### src/rtl/button_debounce_press_classifier_top_defines.svh
// ---------------------------------------------------------------------------
// Assertion macros for the button debounce press classifier
// ---------------------------------------------------------------------------
`ifndef BUTTON_DEBOUNCE_PRESS_CLASSIFIER_TOP_DEFINES_SVH
`define BUTTON_DEBOUNCE_PRESS_CLASSIFIER_TOP_DEFINES_SVH

// checked outside reset only
`define BDPC_ASSERT(label, prop, msg) \
	label: assert property (@(posedge clk) disable iff (!arst_n) prop) else $error(msg);

// checked on every edge, reset included
`define BDPC_ASSERT_ALWAYS(label, prop, msg) \
	label: assert property (@(posedge clk) prop) else $error(msg);

`endif

### src/rtl/bdpc_pkg.sv
// ---------------------------------------------------------------------------
// bdpc_pkg
// Types and constants shared by the button debounce press classifier.
// ---------------------------------------------------------------------------
package bdpc_pkg;

	localparam int TimeBits = 32;
	localparam int StampBits = 32;
	localparam int LimitBits = 16;
	localparam int InDataBits = 40;
	localparam int OutDataBits = 8;

	typedef logic [TimeBits-1:0] time_t;
	typedef logic [LimitBits-1:0] limit_t;

	// register indexes
	localparam logic RegDebounce = 1'b0;
	localparam logic RegLongPress = 1'b1;

	localparam limit_t DebounceReset = 16'd50;
	localparam limit_t LongPressReset = 16'd1000;

	typedef enum logic [3:0] {
		ST_IDLE        = 4'b0001,
		ST_DEB_PRESS   = 4'b0010,
		ST_PRESSED     = 4'b0100,
		ST_DEB_RELEASE = 4'b1000
	} press_state_t;

	typedef struct packed {
		limit_t debounce_time;
		limit_t long_press_time;
	} cfg_t;

	typedef struct packed {
		logic held;
		logic long_press;
		logic short_press;
	} result_t;

	// time stamp port width to internal time width (zero-extend or truncate)
	function automatic time_t to_time(input logic [StampBits-1:0] stamp);
		logic [TimeBits+StampBits-1:0] wide;
		begin
			wide = {{TimeBits{1'b0}}, stamp};
			return wide[TimeBits-1:0];
		end
	endfunction

	function automatic logic reached(input time_t elapsed, input limit_t limit);
		logic [TimeBits+LimitBits-1:0] e;
		logic [TimeBits+LimitBits-1:0] l;
		begin
			e = {{LimitBits{1'b0}}, elapsed};
			l = {{TimeBits{1'b0}}, limit};
			return e >= l;
		end
	endfunction

endpackage

### src/rtl/bdpc_cfg_regs.sv
// ---------------------------------------------------------------------------
// bdpc_cfg_regs
// Debounce and long-press limit registers behind the write port.
// ---------------------------------------------------------------------------
module bdpc_cfg_regs
	import bdpc_pkg::*;
(
	input  logic         clk,
	input  logic         arst_n,
	input  logic         cfg_we,
	input  logic         cfg_index,
	input  limit_t       cfg_data,
	output cfg_t         cfg
);

	cfg_t cfg_q;

	always_ff @(posedge clk or negedge arst_n) begin
		if (!arst_n) begin
			cfg_q.debounce_time <= DebounceReset;
			cfg_q.long_press_time <= LongPressReset;
		end else if (cfg_we) begin
			unique case (cfg_index)
				RegDebounce:  cfg_q.debounce_time <= cfg_data;
				RegLongPress: cfg_q.long_press_time <= cfg_data;
				default: ;
			endcase
		end
	end

	assign cfg = cfg_q;

endmodule

### src/rtl/bdpc_fsm.sv
// ---------------------------------------------------------------------------
// bdpc_fsm
// Press qualification state machine with state entry time stamp.
// ---------------------------------------------------------------------------
module bdpc_fsm
	import bdpc_pkg::*;
(
	input  logic    clk,
	input  logic    arst_n,
	input  cfg_t    cfg,
	input  logic    adv,
	input  logic    level,
	input  time_t   now,
	output result_t res
);

	press_state_t state_q, state_d;
	time_t entry_q, entry_d;
	time_t elapsed;
	logic deb_done;
	logic long_done;

	assign elapsed = now - entry_q;
	assign deb_done = reached(elapsed, cfg.debounce_time);
	assign long_done = reached(elapsed, cfg.long_press_time);

	always_comb begin
		state_d = state_q;
		entry_d = entry_q;
		res = '0;
		unique case (state_q)
			ST_IDLE: begin
				if (level) begin
					state_d = ST_DEB_PRESS;
					entry_d = now;
				end
			end
			ST_DEB_PRESS: begin
				if (!level) begin
					state_d = ST_IDLE;
				end else if (deb_done) begin
					state_d = ST_PRESSED;
					entry_d = now;
				end
			end
			ST_PRESSED: begin
				if (!level) begin
					res.long_press = long_done;
					res.short_press = !long_done;
					state_d = ST_DEB_RELEASE;
					entry_d = now;
				end
			end
			ST_DEB_RELEASE: begin
				// level ignored, time only
				if (deb_done) begin
					state_d = ST_IDLE;
				end
			end
			default: begin
				state_d = ST_IDLE;
			end
		endcase
		res.held = (state_d == ST_PRESSED);
	end

	always_ff @(posedge clk or negedge arst_n) begin
		if (!arst_n) begin
			state_q <= ST_IDLE;
			entry_q <= '0;
		end else if (adv) begin
			state_q <= state_d;
			entry_q <= entry_d;
		end
	end

endmodule

### src/rtl/button_debounce_press_classifier_top.sv
// ---------------------------------------------------------------------------
// button_debounce_press_classifier_top
// Debounces button polls and flags short and long presses on release.
// ---------------------------------------------------------------------------
//  channel | direction | payload
//  s_axis  | in        | tdata: button_level, time_now
//  m_axis  | out       | tdata: short_press, long_press, held
//  cfg     | in        | register write: debounce_time, long_press_time
//
// One word per cycle sustained while m_axis is ready; a word passes the input
// register, then the state update into the result register.
// The state machine and entry stamp advance when a word moves from the
// input register into the result register.
// arst_n returns the machine to idle with entry time zero and limits 50/1000.
// A stall on m_axis backs up through both registers to s_axis_tready.
// ---------------------------------------------------------------------------
`include "button_debounce_press_classifier_top_defines.svh"

module button_debounce_press_classifier_top
	import bdpc_pkg::*;
(
	input  logic                   clk,
	input  logic                   arst_n,
	input  logic                   s_axis_tvalid,
	output logic                   s_axis_tready,
	input  logic [InDataBits-1:0]  s_axis_tdata,  // [0] button_level, [32:1] time_now
	output logic                   m_axis_tvalid,
	input  logic                   m_axis_tready,
	output logic [OutDataBits-1:0] m_axis_tdata,  // [0] short_press, [1] long_press, [2] held
	input  logic                   cfg_we,
	input  logic                   cfg_index,
	input  limit_t                 cfg_data
);

	cfg_t cfg;
	result_t res;

	logic in_vld_s1;
	logic level_s1;
	time_t time_s1;
	logic out_vld_q;
	result_t out_res_q;
	logic out_load;
	logic adv;

	assign out_load = !out_vld_q || m_axis_tready;
	assign adv = in_vld_s1 && out_load;
	assign s_axis_tready = !in_vld_s1 || out_load;

	bdpc_cfg_regs u_cfg (
		.clk       (clk),
		.arst_n    (arst_n),
		.cfg_we    (cfg_we),
		.cfg_index (cfg_index),
		.cfg_data  (cfg_data),
		.cfg       (cfg)
	);

	bdpc_fsm u_fsm (
		.clk    (clk),
		.arst_n (arst_n),
		.cfg    (cfg),
		.adv    (adv),
		.level  (level_s1),
		.now    (time_s1),
		.res    (res)
	);

	always_ff @(posedge clk or negedge arst_n) begin
		if (!arst_n) begin
			in_vld_s1 <= 1'b0;
			out_vld_q <= 1'b0;
		end else begin
			if (s_axis_tready) begin
				in_vld_s1 <= s_axis_tvalid;
			end
			if (out_load) begin
				out_vld_q <= in_vld_s1;
			end
		end
	end

	always_ff @(posedge clk) begin
		if (s_axis_tvalid && s_axis_tready) begin
			level_s1 <= s_axis_tdata[0];
			time_s1 <= to_time(s_axis_tdata[StampBits:1]);
		end
		if (adv) begin
			out_res_q <= res;
		end
	end

	assign m_axis_tvalid = out_vld_q;
	assign m_axis_tdata = {{(OutDataBits - $bits(result_t)){1'b0}}, out_res_q};

	`BDPC_ASSERT_ALWAYS(a_one_pulse, !(out_vld_q && out_res_q.short_press && out_res_q.long_press), "short and long press on one word")
	`BDPC_ASSERT(a_pulse_not_held, (adv && (res.short_press || res.long_press)) |-> !res.held, "release pulse while held")
	`BDPC_ASSERT(a_stall_backs_up, (in_vld_s1 && out_vld_q && !m_axis_tready) |-> !s_axis_tready, "input taken while both stages full")

endmodule

### config.mk
export PLATFORM = sky130hd
export DESIGN_NAME = button_debounce_press_classifier_top
export DESIGN_NICKNAME = d
export VERILOG_FILES = /design/src/rtl/bdpc_pkg.sv /design/src/rtl/bdpc_cfg_regs.sv /design/src/rtl/bdpc_fsm.sv /design/src/rtl/button_debounce_press_classifier_top.sv
export VERILOG_INCLUDE_DIRS = /design/src /design/src/rtl
export SDC_FILE = /design/constraint.sdc
export NUM_CORES = 1
export LEC_CHECK = 0
export ABC_AREA = 1
export BUFFER_PORTS_ARGS = -buffer_cell sky130_fd_sc_hd__buf_2
export CAP_MARGIN = 20
export CORE_MARGIN = 5
export CORE_UTILIZATION = 26
export DETAILED_ROUTE_END_ITERATION = 8
export PLACE_DENSITY = 0.38
export SETUP_SLACK_MARGIN = 0.5
export SYNTH_ARGS = -nofsm -noshare
export SYNTH_HDL_FRONTEND = slang
export SYNTH_SLANG_ARGS = --single-unit
export TNS_END_PERCENT = 30
### constraint.sdc
create_clock -name clk -period 4.14 [get_ports clk]
set_clock_uncertainty 0.1 [all_clocks]
set_input_delay 0.828 -clock clk [delete_from_list [all_inputs] [get_ports clk]]
set_output_delay 0.828 -clock clk [all_outputs]
set_load 0.01 [all_outputs]
==> metrics.cfg <==
[global_route]
grt_start_max_net_pins = 71
grt_overflow = 0
antenna_found_initial = 0
grt_pass1_wl_um = 32400
grt_pass1_vias = 6279
grt_usage = 0.129

[floorplanning]
die_height_um = 179
start_util = 0.265
core_area_um2 = 27900
die-width_um = 179
io_pins = 72
die-area_um2 = 31900
rows = 61

[final_layout]
drive_above_1_share = 0.106
syn_to_final_growth_pct = 15.8
final_common_cell = nand2_1
antenna_cells = 0
stdcell_count = 1490
fillCellCount = 3134
finalInstanceArea_um2 = 8570
finish.net_count = 1233
seqCellArea_um2 = 2850
final_cell_mix = nand2_1 (377), inv_1 (225), ha_1 (61)
multi_input_area_um2 = 3710

[setup_path]
path_cells = ha_1 > nand2_1 > inv_1 > nand2_1 > inv_1 > a21oi_1 > nand2_1 > xor2_2 > ha_1 > inv_1 > nor3_1 > a21oi_4 > nand4_4 > buf_8 > nand2_1 > nand3_1 > nand2_1
critical_path_class = flop to flop
ff2ff_path_depth = 17
timing.rr.end = u_fsm.state_q[1]
cp-start-kind = flop
rrSetupSlack_ns = 0.72
cp_max_fo = 31
crit_top_cell = nand2_1
r2r-start = time_s1[11]
slowest_delay_ns = 0.43
cp.arrival_ns = 3.57
crit_required_ns = 4.29
cp_slowest_cell = edfxtp_1
critPathCaptureType = flop

[logic_synthesis]
syn_area_um2 = 7400
synthArstFlopShare = 0.660
synth-edff-count = 36
yosysSeqAreaShare = 0.385
syn_inst = 1047
syn_avg_cell_area_um2 = 7.07
synth.distinct_cells = 41
synth.ff_latch_count = 106
yosysWarningCount = 0
synth_ff_type = dfrtp_1

[run]
cap_violations = 0

[sta]
post-route-period-util = 0.825
drv_slew = 0
setup_viol = 0
worst_slew_pin_slew_ns = 0.974
fin_tns_setup_ns = 0
holdWs_ns = 0.302
rsz0062_at_grt = false
hold_violations = 0
fmax_ghz = 0.293
slew_headroom = 0.349
min_period_ns = 3.42

[clocking]
cts_tree = done
cts_root_buf = clkbuf_16
clk_pin_slew_ns = 0.08
cts_buffer_depth = 2
numCtsBuffers = 9
holdBufCountCts = 0
insertion_delay_ns = 0.37
htree_num_levels = 3
clock_sinks = 106

[detailed_routing]
via_count = 6156
avgRoutedWirePerCell_um = 13.0
ant_nets = 0
vias_per_cell = 4.13
drc = 0
drt_first_pass_iters = 5
postRouteWirelength_um = 19400
drtIter0Drc = 363

[run_status]
status = finished, final reports clean

[placed_design]
place_hpwl_um = 15000
place_congestion = 0.810
place_area_um2 = 8100
dp.cells = 1471
portBuffers = 59

[power_and_ir_drop]
peakVddDrop_uv = 185
p_per_area_nw_per_um2 = 655
power_mw = 5.61
p_leak_nw = 4.71

[hold_path]
worst_hold_path_type = input port to asynchronous set/reset pin

## metrics by stage
step	util	setup slack [ns]
2_1_floorplan	-	1.12
6_report	0.307	0.725
3_3_place_gp	0.290	0.344
5_1_grt	0.307	0.485
3_5_place_dp	0.290	0.334
4_1_cts	0.301	0.510
## cells by family (layout without fill, tap and decap cells)
family	count (synthesis)	in the layout	share of synthesized area
buf+inv	248	309	0.132
xor+xnor	15	15	0.0178
simple gates	530	530	0.296
fa+ha+maj	64	64	0.109
compound gates	83	83	0.0595
other cells	1	5	0.000507
flops	106	106	0.385
## cells in the mapped netlist, types with 5 or more instances
library cell	count	area (µm²)
a21oi_1	33	165
and2_1	5	31.3
buf_4	5	37.5
clkbuf_1	5	18.8
dfrtp_1	60	1500
dfstp_2	10	263
edfxtp_1	36	1080
ha_1	63	788
inv_1	225	845
nand2_1	380	1430
nand3_1	60	300
nand4_1	8	50.1
nor2_1	52	195
nor3_1	9	45.0
o21ai_0	38	190
xor2_1	14	123
## worst max-delay path by stage
| stage | startpoint | to | slack (ns) | depth (start not counted) |
|---|---|---|---|---|
| 2_1_floorplan | u_fsm.entry_q[0] | u_fsm.entry_q[10] | 1.12 | 19 |
| 3_3_place_gp | time_s1[8] | u_fsm.entry_q[0] | 0.34 | 15 |
| 3_5_place_dp | time_s1[10] | u_fsm.entry_q[0] | 0.33 | 16 |
| 4_1_cts | time_s1[8] | u_fsm.entry_q[6] | 0.51 | 16 |
| 5_1_grt | time_s1[11] | u_fsm.state_q[1] | 0.48 | 17 |
| 6_report | time_s1[11] | u_fsm.state_q[1] | 0.72 | 17 |
## what timing repair did
item                       in CTS  in global routing
gates resized for setup         4                 18
setup endpoints to repair      33                 35
setup buffers                   0                  1
cloned                          0                  0
## critical path, delay by kind of cell, from the launching register on
| kind | cells | cell delay, ns |
|---|---|---|
| and+or+nand+nor | 8 | 1.11 |
| AOI/OAI and AO/OA | 2 | 0.28 |
| DFF | 1 | 0.43 |
| adders and majority gates | 2 | 0.71 |
| buffers and inverters | 4 | 0.44 |
| xor gates and xnor gates | 1 | 0.22 |
## report_power, final
group / internal [mW] / switching [mW]
registers: 1.33 / 0.123
logic: 1.17 / 2.09
clock network: 0.457 / 0.441
total: 2.95 / 2.66
## flip-flops by register name, indices dropped and copies added (netlist names)
signal,flops
u_fsm.entry_q,32
m_axis_tdata,3
m_axis_tvalid,1
u_fsm.state_q,4
in_vld_s1,1
level_s1,1
time_s1,32
u_cfg.cfg,32
## cell type report
cell class | instances | share of cell area
clock buffers | 11 | 0.0296
clock inverters | 5 | 0.00497
inverters | 228 | 0.0999
multi-input cells | 697 | 0.433
flip-flops and latches | 106 | 0.332
well taps | 378 | 0.0552
repair buffers | 65 | 0.0456
## layer usage
metal  track usage  vias up  share of wire
met5             0        -              0
met4        0.0361        0          0.015
met3        0.0158       15          0.025
met2         0.205       69           0.43
met1         0.186     2753           0.53
li1              -     3319              -
No activity file was read; power rests on OpenSTA's default activity.
